--- config.mk ---
export PLATFORM = sky130hd
export DESIGN_NAME = sorted_event_queue_core
export DESIGN_NICKNAME = d
export VERILOG_FILES = /design/src/hdl/seq_pkg.sv /design/src/hdl/seq_ctrl.sv /design/src/hdl/seq_datapath.sv /design/src/hdl/sorted_event_queue_core.sv
export SDC_FILE = /design/constraint.sdc
export NUM_CORES = 2
export LEC_CHECK = 0
export ABC_AREA = 1
export BUFFER_PORTS_ARGS = -buffer_cell sky130_fd_sc_hd__buf_2
export CAP_MARGIN = 15
export CORE_MARGIN = 2
export CORE_UTILIZATION = 65
export CTS_BUF_LIST = sky130_fd_sc_hd__clkbuf_4 sky130_fd_sc_hd__clkbuf_8
export DETAILED_ROUTE_END_ITERATION = 16
export GPL_TIMING_DRIVEN = 0
export PLACE_DENSITY = 0.82
export SKIP_CTS_REPAIR_TIMING = 1
export SYNTH_ARGS = -nofsm -noshare
export SYNTH_HDL_FRONTEND = slang
export SYNTH_SLANG_ARGS = --single-unit
--- constraint.sdc ---
create_clock -name clock -period 5.7 [get_ports clock]
set_input_delay 0.285 -clock clock [delete_from_list [all_inputs] [get_ports clock]]
set_output_delay 0.285 -clock clock [all_outputs]
set_load 0.01 [all_outputs]
--- src/hdl/seq_pkg.sv ---
// ---------------------------------------------------------------------------
// seq_pkg: shared types and constants of the sorted event queue
// Item layout widths, command codes and the controller/datapath interface.
// ---------------------------------------------------------------------------
package seq_pkg;

   // item field widths
   localparam int FIELD_KIND_W = 2;
   localparam int FIELD_TIME_W = 32;
   localparam int FIELD_FILL_W = 5;

   // stream data widths, padded to whole bytes
   localparam int REQ_TDATA_W = 40;
   localparam int RSP_TDATA_W = 40;

   // operation codes carried on req_tuser
   localparam logic CMD_PUSH = 1'b0;
   localparam logic CMD_POP  = 1'b1;

   // controller to datapath commands
   typedef struct packed {
      logic capture;    // latch the incoming item
      logic execute;    // perform the op and load the result register
      logic shift_in;   // insert the pending entry
      logic shift_out;  // remove the head entry
      logic ok;         // result status
   } ctrl_type;

   // datapath to controller status
   typedef struct packed {
      logic pend_pop;   // pending item is a pop
      logic full;
      logic empty;
   } status_type;

endpackage

--- src/hdl/seq_ctrl.sv ---
// ---------------------------------------------------------------------------
// seq_ctrl: sequencing controller of the sorted event queue
// Takes one item, decides push/pop/refuse, and owns the result valid flag.
// ---------------------------------------------------------------------------
module seq_ctrl (
   input  logic               clock,
   input  logic               reset,
   input  logic               req_tvalid,
   output logic               req_tready,
   output logic               rsp_tvalid,
   input  logic               rsp_tready,
   input  seq_pkg::status_type status,
   output seq_pkg::ctrl_type  ctrl
);
   import seq_pkg::*;

   localparam logic ST_IDLE = 1'b0;
   localparam logic ST_EXEC = 1'b1;

   logic state_ff, state_in;
   logic rsp_valid_ff, rsp_valid_in;
   logic slot_free;

   // result register can take a new value this cycle
   assign slot_free = !rsp_valid_ff || rsp_tready;

   // next state and commands
   always_comb begin
      state_in       = state_ff;
      rsp_valid_in   = rsp_valid_ff && !rsp_tready;
      req_tready     = 1'b0;
      ctrl           = '0;
      case (state_ff)
         ST_IDLE: begin
            req_tready = 1'b1;
            if (req_tvalid) begin
               ctrl.capture = 1'b1;
               state_in     = ST_EXEC;
            end
         end
         ST_EXEC: begin
            if (slot_free) begin
               ctrl.execute   = 1'b1;
               ctrl.shift_in  = !status.pend_pop && !status.full;
               ctrl.shift_out = status.pend_pop && !status.empty;
               ctrl.ok        = ctrl.shift_in || ctrl.shift_out;
               rsp_valid_in   = 1'b1;
               state_in       = ST_IDLE;
            end
         end
         default: begin
            state_in = ST_IDLE;
         end
      endcase
   end

   // control registers
   always_ff @(posedge clock) begin
      if (reset) begin
         state_ff     <= ST_IDLE;
         rsp_valid_ff <= 1'b0;
      end else begin
         state_ff     <= state_in;
         rsp_valid_ff <= rsp_valid_in;
      end
   end

   assign rsp_tvalid = rsp_valid_ff;

endmodule

--- src/hdl/seq_datapath.sv ---
// ---------------------------------------------------------------------------
// seq_datapath: shift-register cells of the sorted event queue
// Every cell compares its time with the new entry in parallel; push shifts
// the later cells up by one, pop shifts all cells toward the head.
// ---------------------------------------------------------------------------
module seq_datapath #(
   parameter int CAPACITY  = 16,
   parameter int TIME_BITS = 32
) (
   input  logic                                 clock,
   input  logic                                 reset,
   input  logic                                 req_cmd,
   input  logic [seq_pkg::FIELD_KIND_W-1:0]     req_kind,
   input  logic [seq_pkg::FIELD_TIME_W-1:0]     req_time,
   input  seq_pkg::ctrl_type                    ctrl,
   output seq_pkg::status_type                  status,
   output logic                                 rsp_ok,
   output logic [seq_pkg::FIELD_KIND_W-1:0]     rsp_kind,
   output logic [seq_pkg::FIELD_TIME_W-1:0]     rsp_time,
   output logic [seq_pkg::FIELD_FILL_W-1:0]     rsp_fill
);
   import seq_pkg::*;

   localparam int CNT_W = $clog2(CAPACITY + 1);

   // entry cells, slot 0 is the head
   logic [TIME_BITS-1:0]    time_ff [CAPACITY];
   logic [TIME_BITS-1:0]    time_in [CAPACITY];
   logic [FIELD_KIND_W-1:0] kind_ff [CAPACITY];
   logic [FIELD_KIND_W-1:0] kind_in [CAPACITY];
   logic [CAPACITY-1:0]     later;
   logic [CNT_W-1:0]        count_ff, count_in;

   // pending item
   logic                    pend_pop_ff;
   logic [FIELD_KIND_W-1:0] pend_kind_ff;
   logic [TIME_BITS-1:0]    pend_time_ff;

   // result register
   logic                    rsp_ok_ff;
   logic [FIELD_KIND_W-1:0] rsp_kind_ff;
   logic [FIELD_TIME_W-1:0] rsp_time_ff;
   logic [FIELD_FILL_W-1:0] rsp_fill_ff;

   assign status.pend_pop = pend_pop_ff;
   assign status.full     = (count_ff == CNT_W'(CAPACITY));
   assign status.empty    = (count_ff == '0);

   // per-cell compare: valid entry with a strictly later time
   always_comb begin
      for (int i = 0; i < CAPACITY; i++) begin
         later[i] = (CNT_W'(i) < count_ff) && (time_ff[i] > pend_time_ff);
      end
   end

   // cell next values
   always_comb begin
      for (int i = 0; i < CAPACITY; i++) begin
         time_in[i] = time_ff[i];
         kind_in[i] = kind_ff[i];
         if (ctrl.shift_in) begin
            if (i > 0 && later[(i > 0) ? i - 1 : 0]) begin
               time_in[i] = time_ff[(i > 0) ? i - 1 : 0];
               kind_in[i] = kind_ff[(i > 0) ? i - 1 : 0];
            end else if (later[i] || CNT_W'(i) == count_ff) begin
               time_in[i] = pend_time_ff;
               kind_in[i] = pend_kind_ff;
            end
         end else if (ctrl.shift_out && i < CAPACITY - 1) begin
            time_in[i] = time_ff[(i < CAPACITY - 1) ? i + 1 : i];
            kind_in[i] = kind_ff[(i < CAPACITY - 1) ? i + 1 : i];
         end
      end
   end

   // entry count
   always_comb begin
      count_in = count_ff;
      if (ctrl.shift_in) begin
         count_in = count_ff + CNT_W'(1);
      end else if (ctrl.shift_out) begin
         count_in = count_ff - CNT_W'(1);
      end
   end

   always_ff @(posedge clock) begin
      if (reset) begin
         count_ff <= '0;
      end else begin
         count_ff <= count_in;
      end
   end

   // cells and payload registers
   always_ff @(posedge clock) begin
      for (int i = 0; i < CAPACITY; i++) begin
         time_ff[i] <= time_in[i];
         kind_ff[i] <= kind_in[i];
      end
      if (ctrl.capture) begin
         pend_pop_ff  <= (req_cmd == CMD_POP);
         pend_kind_ff <= req_kind;
         pend_time_ff <= TIME_BITS'(req_time);
      end
      if (ctrl.execute) begin
         rsp_ok_ff   <= ctrl.ok;
         rsp_kind_ff <= ctrl.shift_out ? kind_ff[0] : '0;
         rsp_time_ff <= ctrl.shift_out ? FIELD_TIME_W'(time_ff[0]) : '0;
         rsp_fill_ff <= FIELD_FILL_W'(count_in);
      end
   end

   assign rsp_ok   = rsp_ok_ff;
   assign rsp_kind = rsp_kind_ff;
   assign rsp_time = rsp_time_ff;
   assign rsp_fill = rsp_fill_ff;

   // checks
   a_count_bound: assert property (@(posedge clock) disable iff (reset)
      count_ff <= CNT_W'(CAPACITY))
      else $error("entry count above capacity");

   a_push_count: assert property (@(posedge clock) disable iff (reset)
      ctrl.shift_in |=> count_ff == CNT_W'($past(count_ff) + CNT_W'(1)))
      else $error("push did not add one entry");

   a_pop_count: assert property (@(posedge clock) disable iff (reset)
      ctrl.shift_out |=> count_ff == CNT_W'($past(count_ff) - CNT_W'(1)))
      else $error("pop did not remove one entry");

   a_head_sorted: assert property (@(posedge clock) disable iff (reset)
      count_ff >= CNT_W'(2) |-> time_ff[0] <= time_ff[1])
      else $error("head entries out of order");

endmodule

--- src/hdl/sorted_event_queue_core.sv ---
// Accepted items are held as pending, then moved to the result register once it is free.
// The capture/execute controller handles one item at a time; req_tready is low until done.
// A push or pop moves all cells at once, so handling does not depend on fill.
// Reset (synchronous, active high) empties the queue and drops rsp_tvalid.
// No clearing pass: entry storage is qualified by the entry count.
// ---------------------------------------------------------------------------
// sorted_event_queue_core: bounded sorted future-event queue
// Push inserts after every entry with time <= new time; pop returns the head.
// ---------------------------------------------------------------------------
module sorted_event_queue_core #(
   parameter int CAPACITY  = 16,
   parameter int TIME_BITS = 32
) (
   input  logic                             clock,
   input  logic                             reset,
   input  logic                             req_tvalid,
   output logic                             req_tready,
   input  logic [seq_pkg::REQ_TDATA_W-1:0]  req_tdata,  // event_kind[1:0], event_time[33:2]
   input  logic                             req_tuser,  // cmd (0 push, 1 pop)
   output logic                             rsp_tvalid,
   input  logic                             rsp_tready,
   output logic [seq_pkg::RSP_TDATA_W-1:0]  rsp_tdata,  // out_kind[1:0], out_time[33:2],
                                                        // fill_count[38:34]
   output logic                             rsp_tuser   // ok
);
   import seq_pkg::*;

   ctrl_type                ctrl;
   status_type              status;
   logic                    rsp_ok;
   logic [FIELD_KIND_W-1:0] rsp_kind;
   logic [FIELD_TIME_W-1:0] rsp_time;
   logic [FIELD_FILL_W-1:0] rsp_fill;

   seq_ctrl u_ctrl (
      .clock      (clock),
      .reset      (reset),
      .req_tvalid (req_tvalid),
      .req_tready (req_tready),
      .rsp_tvalid (rsp_tvalid),
      .rsp_tready (rsp_tready),
      .status     (status),
      .ctrl       (ctrl)
   );

   seq_datapath #(
      .CAPACITY  (CAPACITY),
      .TIME_BITS (TIME_BITS)
   ) u_datapath (
      .clock    (clock),
      .reset    (reset),
      .req_cmd  (req_tuser),
      .req_kind (req_tdata[FIELD_KIND_W-1:0]),
      .req_time (req_tdata[FIELD_KIND_W +: FIELD_TIME_W]),
      .ctrl     (ctrl),
      .status   (status),
      .rsp_ok   (rsp_ok),
      .rsp_kind (rsp_kind),
      .rsp_time (rsp_time),
      .rsp_fill (rsp_fill)
   );

   // pack result item, zero padded to whole bytes
   assign rsp_tdata = RSP_TDATA_W'({rsp_fill, rsp_time, rsp_kind});
   assign rsp_tuser = rsp_ok;

endmodule

==> report_table.html <==
<table>
<tr><th>Metric</th><th>Value</th></tr>
<tr><th colspan="2">Run status</th></tr>
<tr><td>Result of the run</td><td>finished, final reports clean</td></tr>
<tr><th colspan="2">Synth</th></tr>
<tr><td>Library cell with the largest summed area after synthesis</td><td>edfxtp_1</td></tr>
<tr><td>Share of the yosys chip area belonging to registers</td><td>41.38%</td></tr>
<tr><td>Cell area after synthesis</td><td>45260 sq um</td></tr>
<tr><td>Synth unique cells</td><td>42</td></tr>
<tr><td>Post-synthesis cell count</td><td>5824</td></tr>
<tr><td>Async set-reset flop share out of synthesis</td><td>0%</td></tr>
<tr><td>Area share of the leading cell type in the synthesized netlist</td><td>41.07%</td></tr>
<tr><td>Predominant post-synthesis flop cell</td><td>edfxtp_1</td></tr>
<tr><td>Leading cell types by total area after synthesis</td><td>edfxtp_1 (41%), nand2_1 (17%), ha_1 (14%), nand3_1 (11%), inv_1 (5.2%)</td></tr>
<tr><td>Most frequent cells after synthesis</td><td>nand2_1 (2003), nand3_1 (981), inv_1 (629), edfxtp_1 (619), ha_1 (517)</td></tr>
<tr><td>Mapped Nets</td><td>6386</td></tr>
<tr><td>Mean instance size in the synthesized netlist</td><td>7.771 sq um</td></tr>
<tr><td>Total number of yosys warnings</td><td>0</td></tr>
<tr><td>Count of flip-flops with a built-in enable after synthesis</td><td>619</td></tr>
<tr><td>Number of flip-flops and latches in the synthesized netlist</td><td>626</td></tr>
<tr><td>Most used standard cell by instance count after synthesis</td><td>nand2_1</td></tr>
<tr><th colspan="2">Setup path</th></tr>
<tr><td>Endpoint kind of the worst setup timing path</td><td>register</td></tr>
<tr><td>Launching element type of the critical path</td><td>register</td></tr>
<tr><td>Critical Path Most Common Cell</td><td>nand2_1</td></tr>
<tr><td>Data arrival time of the critical path</td><td>5.41 ns</td></tr>
<tr><td>CP required</td><td>6.16 ns</td></tr>
<tr><td>Worst setup path class</td><td>register to register</td></tr>
<tr><td>Slowest cell delay on critical path</td><td>0.64 ns</td></tr>
<tr><td>Crit path max fanout</td><td>22</td></tr>
<tr><td>CP max-delay cell</td><td>clkbuf_1</td></tr>
<tr><td>Critical path cell sequence</td><td>inv_1 -&gt; clkbuf_1 -&gt; buf_8 -&gt; ha_1 -&gt; nand2_1 -&gt; nor2_1 -&gt; nand2_1 -&gt; nor3_1 -&gt; nand2_1 -&gt; nand2_2 -&gt; nand2_2 -&gt; buf_2 -&gt; nand3_1 -&gt; nand2_1 -&gt; inv_1 -&gt; buf_16</td></tr>
<tr><th colspan="2">Detailed routing</th></tr>
<tr><td>Number of DRC markers after the initial detailed-route iteration</td><td>3716</td></tr>
<tr><td>Vias after detailed routing</td><td>40584</td></tr>
<tr><td>Average routed wire per standard cell</td><td>18.73 microns</td></tr>
<tr><td>DRT Wirelength</td><td>133200 microns</td></tr>
<tr><td>First drt pass iteration count</td><td>8</td></tr>
<tr><td>Via/cell ratio</td><td>5.706</td></tr>
<tr><td>Antenna Violating Nets Remaining</td><td>0</td></tr>
<tr><td>DRC viols</td><td>0</td></tr>
<tr><th colspan="2">Clocking</th></tr>
<tr><td>Maximum clock path buffer count</td><td>3</td></tr>
<tr><td>Clock root buffer master</td><td>clkbuf_8</td></tr>
<tr><td>CTS Sinks</td><td>626</td></tr>
<tr><td>Number of levels in the clock H-tree</td><td>3</td></tr>
<tr><td>Clock-pin transition on the worst setup and hold timing paths</td><td>0.06 ns</td></tr>
<tr><td>Worst-Skew Late Latency</td><td>0.78 ns</td></tr>
<tr><td>TritonCTS clock tree</td><td>done</td></tr>
<tr><td>Number of buffers inserted during clock tree synthesis</td><td>110</td></tr>
<tr><th colspan="2">Timing</th></tr>
<tr><td>Minimum clock period</td><td>4.956 ns</td></tr>
<tr><td>Post-route clock period utilization</td><td>86.94%</td></tr>
<tr><td>Fin Clk Skew</td><td>0.04743 ns</td></tr>
<tr><td>Peak Freq</td><td>201.8 MHz</td></tr>
<tr><td>Crit path setup slack, layout</td><td>0.7443 ns</td></tr>
<tr><td>RSZ-0062 raised after global routing</td><td>false</td></tr>
<tr><td>Final setup vio count</td><td>0</td></tr>
<tr><td>Rel. slew slack</td><td>18.64%</td></tr>
<tr><td>Worst-Margin Slew</td><td>1.220 ns</td></tr>
<tr><td>Final hold violations</td><td>0</td></tr>
<tr><td>Final slew viol count</td><td>0</td></tr>
<tr><th colspan="2">Global route</th></tr>
<tr><td>Wire length of the first global-routing pass</td><td>206600 microns</td></tr>
<tr><td>Overall Global Routing Usage</td><td>36.95%</td></tr>
<tr><td>Pin count of the biggest net entering global routing</td><td>36</td></tr>
<tr><td>Via count of the first global-routing pass</td><td>40138</td></tr>
<tr><td>Initial antenna violation count</td><td>3</td></tr>
<tr><td>Total overflow reported by the global router</td><td>0</td></tr>
<tr><th colspan="2">Power and ir drop</th></tr>
<tr><td>Leakage component of the power</td><td>0.02465 uW</td></tr>
<tr><td>Logic pwr share</td><td>25.4%</td></tr>
<tr><td>Internal portion of total power</td><td>8805 uW</td></tr>
<tr><td>Peak ir drop on the vdd network</td><td>0.2111 mV</td></tr>
<tr><td>Switching fraction of total power</td><td>34.22%</td></tr>
<tr><td>Portion of total power attributed to the clock network</td><td>31.1%</td></tr>
<tr><td>Pwr/cell area</td><td>267.2 nW/um^2</td></tr>
<tr><td>Flop pwr share</td><td>43.5%</td></tr>
<tr><td>Sw Pwr</td><td>4580 uW</td></tr>
<tr><th colspan="2">Run</th></tr>
<tr><td>Maximum capacitance violations</td><td>0</td></tr>
<tr><th colspan="2">Finish</th></tr>
<tr><td>Count of nets after finishing</td><td>6654</td></tr>
<tr><td>Share of layout cells above drive strength 1</td><td>8.351%</td></tr>
<tr><td>Relative area change from synthesis to final layout</td><td>10.68%</td></tr>
<tr><td>Final design area excluding fillers</td><td>50090 sq um</td></tr>
<tr><th colspan="2">Floorplanning</th></tr>
<tr><td>Chip Width</td><td>267.9 microns</td></tr>
<tr><td>Initial Util</td><td>65.87%</td></tr>
<tr><td>Core region area</td><td>68710 sq um</td></tr>
<tr><td>Row Count</td><td>96</td></tr>
<tr><td>Number of I/O pins</td><td>88</td></tr>
<tr><td>Die Footprint</td><td>71750 sq um</td></tr>
<tr><td>Y dimension of the die</td><td>267.9 microns</td></tr>
<tr><th colspan="2">Placement</th></tr>
<tr><td>Dpl cell area</td><td>47590 sq um</td></tr>
<tr><td>DP Wirelength</td><td>106100 microns</td></tr>
<tr><td>Pre-CTS worst setup slack</td><td>0.9984 ns</td></tr>
<tr><td>Number of port buffers</td><td>80</td></tr>
<tr><td>Placer Congestion</td><td>1.018</td></tr>
<tr><th colspan="2">Hold path</th></tr>
<tr><td>Hold crit path type</td><td>input pin to register</td></tr>
</table>
==> power by group through the flow <==
stage / clock network (uW) / logic, uW / registers (uW)
floorplan: 0 / 2280 / 5850
global placement: 0 / 3060 / 5920
detailed placement: 0 / 3290 / 5910
CTS: 4140 / 3320 / 5820
global route: 4320 / 3790 / 5860
finish: 4160 / 3400 / 5830
==> routing by layer <==
layer	track usage, %	wire (microns)	vias to the layer above	part of all wire [%]
li1	-	-	19954	-
met5	0	13	-	0.0098
met2	63.21	62990	1730	47
met4	26.89	10560	2	7.9
met3	5.810	9487	497	7.1
met1	42.14	50180	18401	38
==> registers in the layout, indices dropped and copies added, names as in the netlist <==
signal,flops
u_datapath.pend_pop_ff,1
u_datapath.pend_kind_ff,2
u_datapath.count_ff,5
u_datapath.pend_time_ff,32
u_ctrl.state_ff,1
u_datapath.kind_ff,32
u_datapath.rsp_time,32
u_datapath.rsp_ok,1
u_datapath.rsp_fill,5
u_datapath.rsp_kind,2
u_datapath.time_ff,512
u_ctrl.rsp_tvalid,1
==> placed cells by master (no fill, tap or decap), types with 3 or more instances in the layout <==
cell type,count
clkbuf_8,111
buf_16,9
clkinv_1,37
a22oi_2,3
nand4_1,28
buf_8,25
inv_1,629
buf_12,3
nand2_1,2003
ha_1,517
buf_4,4
nand3_1,981
nor2_1,220
edfxtp_1,619
nand2_2,20
o21ai_1,3
buf_2,237
inv_2,6
clkbuf_4,39
clkbuf_2,6
a21oi_2,7
o21ai_0,98
dlygate4sd3_1,39
a21oi_1,293
nor3_2,4
clkinv_2,6
buf_1,13
nor3_1,24
nor2_4,12
a31oi_1,3
clkinvlp_4,3
o21a_1,30
dfxtp_1,7
clkbuf_1,108
==> cell type report <==
class,count,area (sq um)
clock buffer,150,1821
timing repair buffer,156,1474
inverter,637,2391
buffer,289,1311
sequential,626,18730
multi-input combinational,4272,22920
clock inverter,49,280.3
tap,931,1165
fill,5437,18620
antenna,2,5.005
==> stage by stage <==
| stage | TNS (ns) | total power [uW] | hold slack (ns) | util (%) | instances |
|---|---|---|---|---|---|
| after floorplan | 0 | 8133 | 0.3541 | - | 5824 |
| after global placement | -212.39 | 8976 | 0.4624 | 68.15 | 6835 |
| after detailed placement | 0 | 9201 | 0.4635 | 69.27 | 6872 |
| after CTS | 0 | 13270 | -0.3360 | 72.33 | 7071 |
| after global routing | 0 | 13970 | 0.2283 | 72.91 | 7112 |
| final | 0 | 13380 | 0.2227 | 72.91 | 7112 |
==> path summary, 6_finish.rpt <==
kind,start,endpoint,slack [ns],cells past startpoint
setup / recovery,u_datapath.pend_time_ff[23]$_DFFE_PP_,u_datapath.time_ff[1][125]$_DFFE_PP_,0.74,16
hold / removal,req_tdata[33],u_datapath.pend_time_ff[31]$_DFFE_PP_,0.22,2
setup reg to reg,u_datapath.pend_time_ff[23]$_DFFE_PP_,u_datapath.time_ff[1][125]$_DFFE_PP_,0.74,16
hold reg to reg,u_datapath.time_ff[0][224]$_DFFE_PP_,u_datapath.time_ff[0][192]$_DFFE_PP_,0.52,2
==> cell families (layout without fill, tap and decap cells) <==
logic type / count (synthesis) / count (layout) / share of synthesized area, %
and+or+nand+nor: 3305 / 3305 / 30.76
buffers and inverters: 926 / 1281 / 8.164
DFF: 626 / 626 / 41.38
adders and majority gates: 517 / 517 / 14.29
AOI/OAI and AO/OA: 447 / 447 / 5.355
xor gates and xnor gates: 2 / 2 / 0.03871
other: 1 / 3 / 0.008286
==> worst max-delay path, delay by kind of cell, from the launching register on <==
kind                     cells  cell delay, ns
adder cells (fa/ha/maj)      1            0.18
buffers and inverters        6            2.18
flip-flops                   1            0.53
AND/OR/NAND/NOR              9            1.72
No activity file was read; power rests on OpenSTA's default activity.
